File: config.mk
export PLATFORM = sky130hd
export DESIGN_NAME = int_to_ascii_radix_core
export DESIGN_NICKNAME = d
export VERILOG_FILES = /design/src/ita_pkg.sv /design/src/ita_sdiv.sv /design/src/int_to_ascii_radix_core.sv
export SDC_FILE = /design/constraint.sdc
export NUM_CORES = 1
export LEC_CHECK = 0
export BUFFER_PORTS_ARGS = -buffer_cell sky130_fd_sc_hd__buf_2
export CAP_MARGIN = 40
export CORE_MARGIN = 2
export CORE_UTILIZATION = 50
export CTS_CLUSTER_SIZE = 25
export DETAILED_ROUTE_END_ITERATION = 12
export PLACE_DENSITY = 0.66
export SLEW_MARGIN = 20
export SYNTH_ARGS = -nofsm -noshare
export SYNTH_HDL_FRONTEND = slang
export SYNTH_SLANG_ARGS = --single-unit
File: constraint.sdc
create_clock -name clk_i -period 5.1 [get_ports clk_i]
set_input_delay 1.02 -clock clk_i [delete_from_list [all_inputs] [get_ports clk_i]]
set_output_delay 1.02 -clock clk_i [all_outputs]
set_load 0.05 [all_outputs]
File: src/ita_pkg.sv
// ----------------------------------------------------------------------------
// ita_pkg: shared constants, types and helpers for the integer-to-text block
// Holds character codes, radix limits, the divider handshake structs and
// the digit-to-ASCII mapping.
// ----------------------------------------------------------------------------
`default_nettype none

package ita_pkg;

  // Field widths
  localparam int RADIX_W  = 6;
  localparam int CHAR_W   = 8;
  localparam int DIGIT_W  = 6;

  // Default value width
  localparam int VALUE_WIDTH_DEF = 32;

  // Radix limits and reset value
  localparam logic [RADIX_W-1:0] RADIX_MIN   = 6'd2;
  localparam logic [RADIX_W-1:0] RADIX_MAX   = 6'd36;
  localparam logic [RADIX_W-1:0] RADIX_RESET = 6'd10;

  // Character codes
  localparam logic [CHAR_W-1:0] CHAR_ZERO  = 8'h30;  // '0'
  localparam logic [CHAR_W-1:0] CHAR_LOW_A = 8'h61;  // 'a'
  localparam logic [CHAR_W-1:0] CHAR_MINUS = 8'h2d;  // '-'
  localparam logic [CHAR_W-1:0] CHAR_NONE  = 8'h00;

  localparam logic [DIGIT_W-1:0] DECIMAL_DIGITS = 6'd10;

  // Control into the serial divider
  typedef struct packed {
    logic load;   // take a new dividend, clear remainder
    logic step;   // advance one quotient bit
  } div_ctrl_t;

  // Status out of the serial divider
  typedef struct packed {
    logic done;       // this step finished one digit
    logic quot_zero;  // quotient after this digit is zero
  } div_stat_t;

  // Map a digit value to its ASCII character
  function automatic logic [CHAR_W-1:0] digit_char(input logic [DIGIT_W-1:0] d);
    logic [CHAR_W-1:0] d_ext;
    d_ext = {{(CHAR_W-DIGIT_W){1'b0}}, d};
    if (d < DECIMAL_DIGITS) begin
      digit_char = CHAR_ZERO + d_ext;
    end else begin
      digit_char = CHAR_LOW_A + d_ext - {{(CHAR_W-DIGIT_W){1'b0}}, DECIMAL_DIGITS};
    end
  endfunction

endpackage

`default_nettype wire

File: src/ita_sdiv.sv
// ----------------------------------------------------------------------------
// ita_sdiv: bit-serial restoring divider by a small radix
// Shifts the magnitude through one quotient bit per cycle while step is
// high; after VALUE_WIDTH steps the remainder is one digit and the
// quotient is kept in place for the next digit.
// ----------------------------------------------------------------------------
`default_nettype none

module ita_sdiv
  import ita_pkg::*;
#(
  parameter int VALUE_WIDTH = VALUE_WIDTH_DEF
) (
  input  wire logic                   clk_i,
  input  wire logic                   rst_ni,
  input  wire div_ctrl_t              ctrl_i,
  input  wire logic [VALUE_WIDTH-1:0] dividend_i,
  input  wire logic [RADIX_W-1:0]     radix_i,
  output      div_stat_t              stat_o,
  output      logic [DIGIT_W-1:0]     digit_o
);

  localparam int BIT_W = $clog2(VALUE_WIDTH);
  localparam logic [BIT_W-1:0] BIT_LAST = BIT_W'(VALUE_WIDTH - 1);

  logic [VALUE_WIDTH-1:0] mag_q, mag_d;
  logic [DIGIT_W-1:0]     rem_q, rem_d;
  logic [BIT_W-1:0]       bit_q, bit_d;

  logic [DIGIT_W:0]       rem_sh;
  logic [DIGIT_W:0]       rem_nx;
  logic                   ge;
  logic [VALUE_WIDTH-1:0] quot_nx;
  logic                   last_bit;

  // Shift in the next dividend bit and trial-subtract the radix
  always_comb begin
    rem_sh   = {rem_q, mag_q[VALUE_WIDTH-1]};
    ge       = rem_sh >= {1'b0, radix_i};
    rem_nx   = ge ? (rem_sh - {1'b0, radix_i}) : rem_sh;
    quot_nx  = {mag_q[VALUE_WIDTH-2:0], ge};
    last_bit = (bit_q == BIT_LAST);
  end

  assign digit_o          = rem_nx[DIGIT_W-1:0];
  assign stat_o.done      = ctrl_i.step && last_bit;
  assign stat_o.quot_zero = (quot_nx == '0);

  // Next state of the shift registers
  always_comb begin
    mag_d = mag_q;
    rem_d = rem_q;
    bit_d = bit_q;
    if (ctrl_i.load) begin
      mag_d = dividend_i;
      rem_d = '0;
      bit_d = '0;
    end else if (ctrl_i.step) begin
      mag_d = quot_nx;
      if (last_bit) begin
        rem_d = '0;
        bit_d = '0;
      end else begin
        rem_d = rem_nx[DIGIT_W-1:0];
        bit_d = bit_q + 1'b1;
      end
    end
  end

  // Hold the bit counter under reset; data needs none
  always_ff @(posedge clk_i or negedge rst_ni) begin
    if (!rst_ni) begin
      bit_q <= '0;
    end else begin
      bit_q <= bit_d;
    end
  end

  always_ff @(posedge clk_i) begin
    mag_q <= mag_d;
    rem_q <= rem_d;
  end

endmodule

`default_nettype wire

File: src/int_to_ascii_radix_core.sv
// ----------------------------------------------------------------------------
// int_to_ascii_radix_core: signed integer to ASCII text in radix 2 to 36
// Converts one signed value per transaction and streams its characters,
// most significant first, with a leading '-' for negative values.
// ----------------------------------------------------------------------------
// Usage:
//   Write the radix on the cfg channel (cfg_valid_i / cfg_ready_o /
//   cfg_data_i) while the block is idle; it resets to 10.
//   Raise start with value_i while busy is low to begin a transaction.
//   Each character appears on character_o / last_char_o / bad_radix_o for
//   exactly one cycle with strobe_o high; last_char_o marks the final one.
//   The receiver cannot stall: it must take every strobed character.
// Timing:
//   An illegal radix gives one error character the cycle after start.
//   Otherwise the digits are divided out one by one in the bit-serial
//   divider, then every character is read back through the digit memory
//   (address, then registered read), most significant digit first.
//   The '-' is strobed as the last digit finishes dividing.
// Reset: returns to idle, drops any transaction in flight, radix = 10.
// ----------------------------------------------------------------------------
`default_nettype none

module int_to_ascii_radix_core
  import ita_pkg::*;
#(
  parameter int VALUE_WIDTH = VALUE_WIDTH_DEF
) (
  input  wire logic                   clk_i,
  input  wire logic                   rst_ni,
  // Command channel
  input  wire logic                   start,
  output      logic                   busy,
  input  wire logic [VALUE_WIDTH-1:0] value_i,
  // Configuration channel
  input  wire logic                   cfg_valid_i,
  output      logic                   cfg_ready_o,
  input  wire logic [RADIX_W-1:0]     cfg_data_i,
  // Result channel
  output      logic                   strobe_o,
  output      logic [CHAR_W-1:0]      character_o,
  output      logic                   last_char_o,
  output      logic                   bad_radix_o
);

  localparam int IDX_W = $clog2(VALUE_WIDTH);

  localparam logic [1:0] S_IDLE = 2'd0;
  localparam logic [1:0] S_DIV  = 2'd1;
  localparam logic [1:0] S_RD   = 2'd2;
  localparam logic [1:0] S_OUT  = 2'd3;

  logic [1:0]         state_q, state_d;
  logic [RADIX_W-1:0] radix_q, radix_d;
  logic               neg_q, neg_d;
  logic [IDX_W-1:0]   idx_q, idx_d;
  logic [DIGIT_W-1:0] rd_data_q;

  logic               strobe_q, strobe_d;
  logic [CHAR_W-1:0]  char_q, char_d;
  logic               last_q, last_d;
  logic               bad_q, bad_d;

  logic               accept;
  logic               radix_ok;
  logic               value_neg;
  logic [VALUE_WIDTH-1:0] magnitude;
  logic               mem_we;

  div_ctrl_t          div_ctrl;
  div_stat_t          div_stat;
  logic [DIGIT_W-1:0] div_digit;

  logic [DIGIT_W-1:0] digit_mem [VALUE_WIDTH];

  assign busy        = (state_q != S_IDLE);
  assign accept      = start && !busy;
  // Take radix writes only while idle and no command is offered
  assign cfg_ready_o = !busy && !start;

  assign radix_ok  = (radix_q >= RADIX_MIN) && (radix_q <= RADIX_MAX);
  assign value_neg = value_i[VALUE_WIDTH-1];
  // Unsigned magnitude; the most negative value maps to 2^(VALUE_WIDTH-1)
  assign magnitude = value_neg ? (~value_i + 1'b1) : value_i;

  ita_sdiv #(
    .VALUE_WIDTH (VALUE_WIDTH)
  ) u_sdiv (
    .clk_i      (clk_i),
    .rst_ni     (rst_ni),
    .ctrl_i     (div_ctrl),
    .dividend_i (magnitude),
    .radix_i    (radix_q),
    .stat_o     (div_stat),
    .digit_o    (div_digit)
  );

  // Sequence: divide out digits, then read them back in reverse
  always_comb begin
    state_d       = state_q;
    radix_d       = radix_q;
    neg_d         = neg_q;
    idx_d         = idx_q;
    strobe_d      = 1'b0;
    char_d        = char_q;
    last_d        = last_q;
    bad_d         = bad_q;
    div_ctrl.load = 1'b0;
    div_ctrl.step = 1'b0;
    mem_we        = 1'b0;

    if (cfg_valid_i && cfg_ready_o) begin
      radix_d = cfg_data_i;
    end

    case (state_q)
      S_IDLE: begin
        if (accept) begin
          if (!radix_ok) begin
            strobe_d = 1'b1;
            char_d   = CHAR_NONE;
            last_d   = 1'b1;
            bad_d    = 1'b1;
          end else begin
            div_ctrl.load = 1'b1;
            neg_d         = value_neg;
            idx_d         = '0;
            state_d       = S_DIV;
          end
        end
      end
      S_DIV: begin
        div_ctrl.step = 1'b1;
        if (div_stat.done) begin
          mem_we = 1'b1;
          if (div_stat.quot_zero) begin
            // Emit the sign while the last digit lands
            if (neg_q) begin
              strobe_d = 1'b1;
              char_d   = CHAR_MINUS;
              last_d   = 1'b0;
              bad_d    = 1'b0;
            end
            state_d = S_RD;
          end else begin
            idx_d = idx_q + 1'b1;
          end
        end
      end
      S_RD: begin
        state_d = S_OUT;
      end
      S_OUT: begin
        strobe_d = 1'b1;
        char_d   = digit_char(rd_data_q);
        last_d   = (idx_q == '0);
        bad_d    = 1'b0;
        if (idx_q == '0) begin
          state_d = S_IDLE;
        end else begin
          idx_d   = idx_q - 1'b1;
          state_d = S_RD;
        end
      end
      default: begin
        state_d = S_IDLE;
      end
    endcase
  end

  // Control registers
  always_ff @(posedge clk_i or negedge rst_ni) begin
    if (!rst_ni) begin
      state_q  <= S_IDLE;
      radix_q  <= RADIX_RESET;
      strobe_q <= 1'b0;
    end else begin
      state_q  <= state_d;
      radix_q  <= radix_d;
      strobe_q <= strobe_d;
    end
  end

  // Payload registers
  always_ff @(posedge clk_i) begin
    neg_q  <= neg_d;
    idx_q  <= idx_d;
    char_q <= char_d;
    last_q <= last_d;
    bad_q  <= bad_d;
  end

  // Digit memory: write at the digit index, registered read
  always_ff @(posedge clk_i) begin
    if (mem_we) begin
      digit_mem[idx_q] <= div_digit;
    end
    rd_data_q <= digit_mem[idx_q];
  end

  assign strobe_o    = strobe_q;
  assign character_o = char_q;
  assign last_char_o = last_q;
  assign bad_radix_o = bad_q;

endmodule

`default_nettype wire

==> PnR_summary.wiki <==
{| class="wikitable"
! Metric !! Value
|-
| Outcome || finished clean
|-
| Commonest non-fill, non-tap cells in the layout || 240 x edfxtp_1, 86 x nor2_1, 55 x buf_2
|-
| Layout cells sized above 1 || between 20% and 30%
|-
| Routability congestion estimate || about 0.9
|-
| Total iterations of the first detailed-routing run || 5
|-
| CTS tree || yes
|-
| Number of top-level pins || 55
|-
| Fraction of the cycle the final worst path needs || slightly above 60%
|-
| Total clock sinks || around 270
|-
| Worst-case clock buffer depth || 3
|-
| Hold Violations, Final || 0
|-
| Post-synthesis to final-layout area growth || 12.7%
|-
| Kind of path behind the tightest hold check || in2async
|-
| Total design power || 6.80 mW
|-
| Worst vdd rail ir drop || 0.502 mV
|-
| P_leak || approximately 4.5 nW
|-
| Number of pins with negative max-slew slack in the final report || 0
|-
| Wire length of the first global-routing pass || a little under 40000 um
|-
| Synth Cell Area || approximately 12000 um^2
|-
| Tightest slew margin relative to the limit || between 40% and 50%
|-
| Simple-gate area share of the yosys netlist || between 8 and 9%
|-
| CP Data Required Time || ~5300 ps
|-
| Number of distinct library cell variants in the gate-level netlist after synthesis || 61
|-
| Number of nets with antenna violations after detailed routing || 0
|-
| Layout fillers || between 1.5k and 2k
|-
| Aggregate negative setup slack || 0 ps
|-
| Routed wire per std cell || 21.3 um
|-
| Flip-flop and latch count after synthesis || 266
|-
| Setup-violating endpoint count in the final report || 0
|-
| Peak per-stage delay on the critical path || roughly 530 ps
|-
| Launching point of the worst reg2reg path || radix_q[3]
|-
| RSZ-0062 raised after global routing || false
|-
| Largest fanout on the critical path || 8
|-
| Critical setup path kind || reg2reg
|-
| GRT overflow || 0
|-
| Area of the die || 24800 um^2
|-
| Initial antenna violation count || 0
|-
| Vias || between 6k and 7k
|-
| Post-CTS Setup Repair Bufs || 0
|-
| Share of synthesized flip-flops with an asynchronous set or reset || ~5.3%
|-
| Net total in the final layout || around 890
|-
| GRT Resource Usage Total || roughly a fifth
|-
| Final routed DRC violation total || 0
|-
| Xor and xnor area share after synthesis || 2.90%
|-
| Syn Inst Count || roughly 780
|-
| Antenna Cells || 0
|-
| Share of synthesized area spent on multiplexers || between 10% and 20%
|-
| Worst skew pair latency || 540 ps
|-
| TritonCTS buffer count || 28
|-
| Share of synthesized cell area in full adder, half adder and majority cells || under 10%
|-
| Timing-limited maximum frequency || approximately 320 MHz
|-
| DIE WIDTH || 157 um
|-
| Final critical path time including I/O delays and setup || 3140 ps
|-
| Crit-path slowest cell || dfstp_2
|-
| Max-capacitance violation count || 0
|-
| Total wire length after detailed routing || ~25000 um
|-
| Layout Skew || between 9 and 10 ps
|-
| Syn Nets || 837
|-
| Clk slew on worst S/H paths || approximately 60 ps
|-
| Share of the synthesized area in compound gates (AO/OA/AOI/OAI) || between 7 and 8%
|-
| CP Launch Type || flip-flop
|-
| Total cell area at the placement stage || 12400 um^2
|-
| Mean Syn Cell Area || between 15 and 20 um^2
|-
| Clk root buf || clkbuf_16
|-
| Htree depth || 1
|-
| Average via count per standard cell || ~5.9
|-
| Cell area power density || 513 nW/um^2
|-
| Detailed Route Iter0 Violations || 599
|-
| Most common cell after layout, fill and taps aside || edfxtp_1
|-
| Worst Max-Slew Pin Slew || roughly 850 ps
|-
| Register area share after synthesis || ~66%
|-
| Final design utilization || between 50% and 60%
|-
| Reg-to-reg critical path endpoint || character_o[5]
|-
| Largest net degree at the start of global routing || between 60 and 70
|-
| Dominant combinational cell family by area after synthesis || multiplexers
|-
| Initial cell density of the core || 50.6%
|-
| Post-detailed-placement half-perimeter wirelength || approximately 16000 um
|-
| # rows || 56
|-
| Core Footprint || around 23000 um^2
|-
| Cell-by-cell trace of the critical path || inv_1, ha_1, and3_1, o21ai_1, o211ai_2, or3_1, o41ai_2, buf_2
|-
| Endpoint type of the worst setup path || flip-flop
|-
| Count of port buffers added during placement || 54
|-
| Warnings, synthesis || 0
|-
| CTS Hold Bufs || 0
|-
| Via count of the first global-routing pass || between 6k and 7k
|-
| Chip Height || 157 um
|-
| Reg2reg path depth || 8
|-
| Data arrival time of the critical path || 3380 ps
|-
| Quantity of gates resized following cts || 0
|-
| Number of enable flip-flop cells after synthesis || 240
|-
| Post-Layout Inst Area || approximately 13000 um^2
|-
| FF-to-FF setup slack || 1960 ps
|-
| Post-synth top flop || edfxtp_1
|}
-- cells by family (layout without fill, tap and decap cells) --
logic type	Yosys count	count (layout)
and+or+nand+nor	204	204
adders and majority gates	18	18
buffers and inverters	56	135
DFF	266	266
AOI/OAI and AO/OA	135	135
muxes	59	59
xor gates and xnor gates	39	39
-- worst max path at each step --
stage	depth (start not counted)	start	slack, ps	to
after floorplan	7	radix_q[3]	1570	bad_radix_o
after global placement	7	radix_q[3]	1840	character_o[3]
after detailed placement	6	value_i[2]	1840	u_sdiv.mag_q[21]
after CTS	8	radix_q[3]	1940	character_o[0]
after global routing	8	radix_q[3]	1800	character_o[0]
final	8	radix_q[3]	1960	character_o[5]
-- critical path, delay by kind of cell, from the launching register on --
kind                     cells  cell delay [ps]
AO/OA/AOI/OAI                3              880
buffers and inverters        2              340
AND/OR/NAND/NOR              2              740
adder cells (fa/ha/maj)      1              350
flip-flops                   1              530
-- flip-flops by register name, summed over array words and instances, names as in the netlist --
name,flops
bad_radix_o,1
character_o,8
digit_mem,192
idx_q,5
last_char_o,1
neg_q,1
radix_q,6
rd_data_q,6
state_q,2
strobe_o,1
u_sdiv.bit_q,5
u_sdiv.mag_q,32
u_sdiv.rem_q,6
-- Yosys cell counts (9+ instances only) --
| cell | number | area [um^2] |
|---|---|---|
| edfxtp_1 | 240 | 7210 |
| nor2_1 | 86 | 323 |
| a21oi_1 | 48 | 240 |
| mux4_2 | 48 | 1080 |
| nand2_1 | 28 | 105 |
| xor2_1 | 28 | 245 |
| inv_1 | 22 | 82.6 |
| a22oi_1 | 18 | 135 |
| clkbuf_1 | 18 | 67.6 |
| o21ai_0 | 18 | 90.1 |
| ha_1 | 16 | 200 |
| dfrtp_1 | 12 | 300 |
| dfxtp_1 | 12 | 240 |
| xnor2_1 | 11 | 96.3 |
| nand4_1 | 10 | 62.6 |
| nor2b_1 | 10 | 62.6 |
| o41ai_1 | 10 | 87.6 |
| buf_2 | 9 | 45.0 |
| nor4_1 | 9 | 56.3 |
-- area by class of cell --
cell class	instances	area, um^2	area share, %
flip-flops and latches	266	7800	58.8
clock inverters	21	161	1.22
clock buffers	31	733	5.53
well taps	319	399	3.01
inverters	22	82.6	0.622
multi-input cells	455	3760	28.3
repair buffers	61	333	2.51
-- layer usage --
metal	GRT usage, %	up-vias	part of all wire [%]
li1	-	3154	-
met3	3.14	48	6.2
met4	6.67	0	2.6
met2	33.0	248	48
met1	29.0	3467	43
met5	0	-	0
-- through the flow --
| stage | setup WS [ps] | hold WS, ps | cells |
|---|---|---|---|
| floorplan | 1570 | 450 | 777 |
| global route | 1800 | 379 | 1175 |
| CTS | 1940 | 366 | 1175 |
| detailed placement | 1840 | 469 | 1123 |
| global placement | 1840 | 476 | 1122 |
| finish | 1960 | 367 | 1175 |
-- power by group --
part	switching (mW)	total (mW)	leakage (nW)	internal, mW
Sequential	0.135	3.41	2.44	3.28
Clock	0.820	1.95	0.423	1.13
Combinational	1.05	1.44	1.65	0.383
Power figures use the tool's default switching activity.
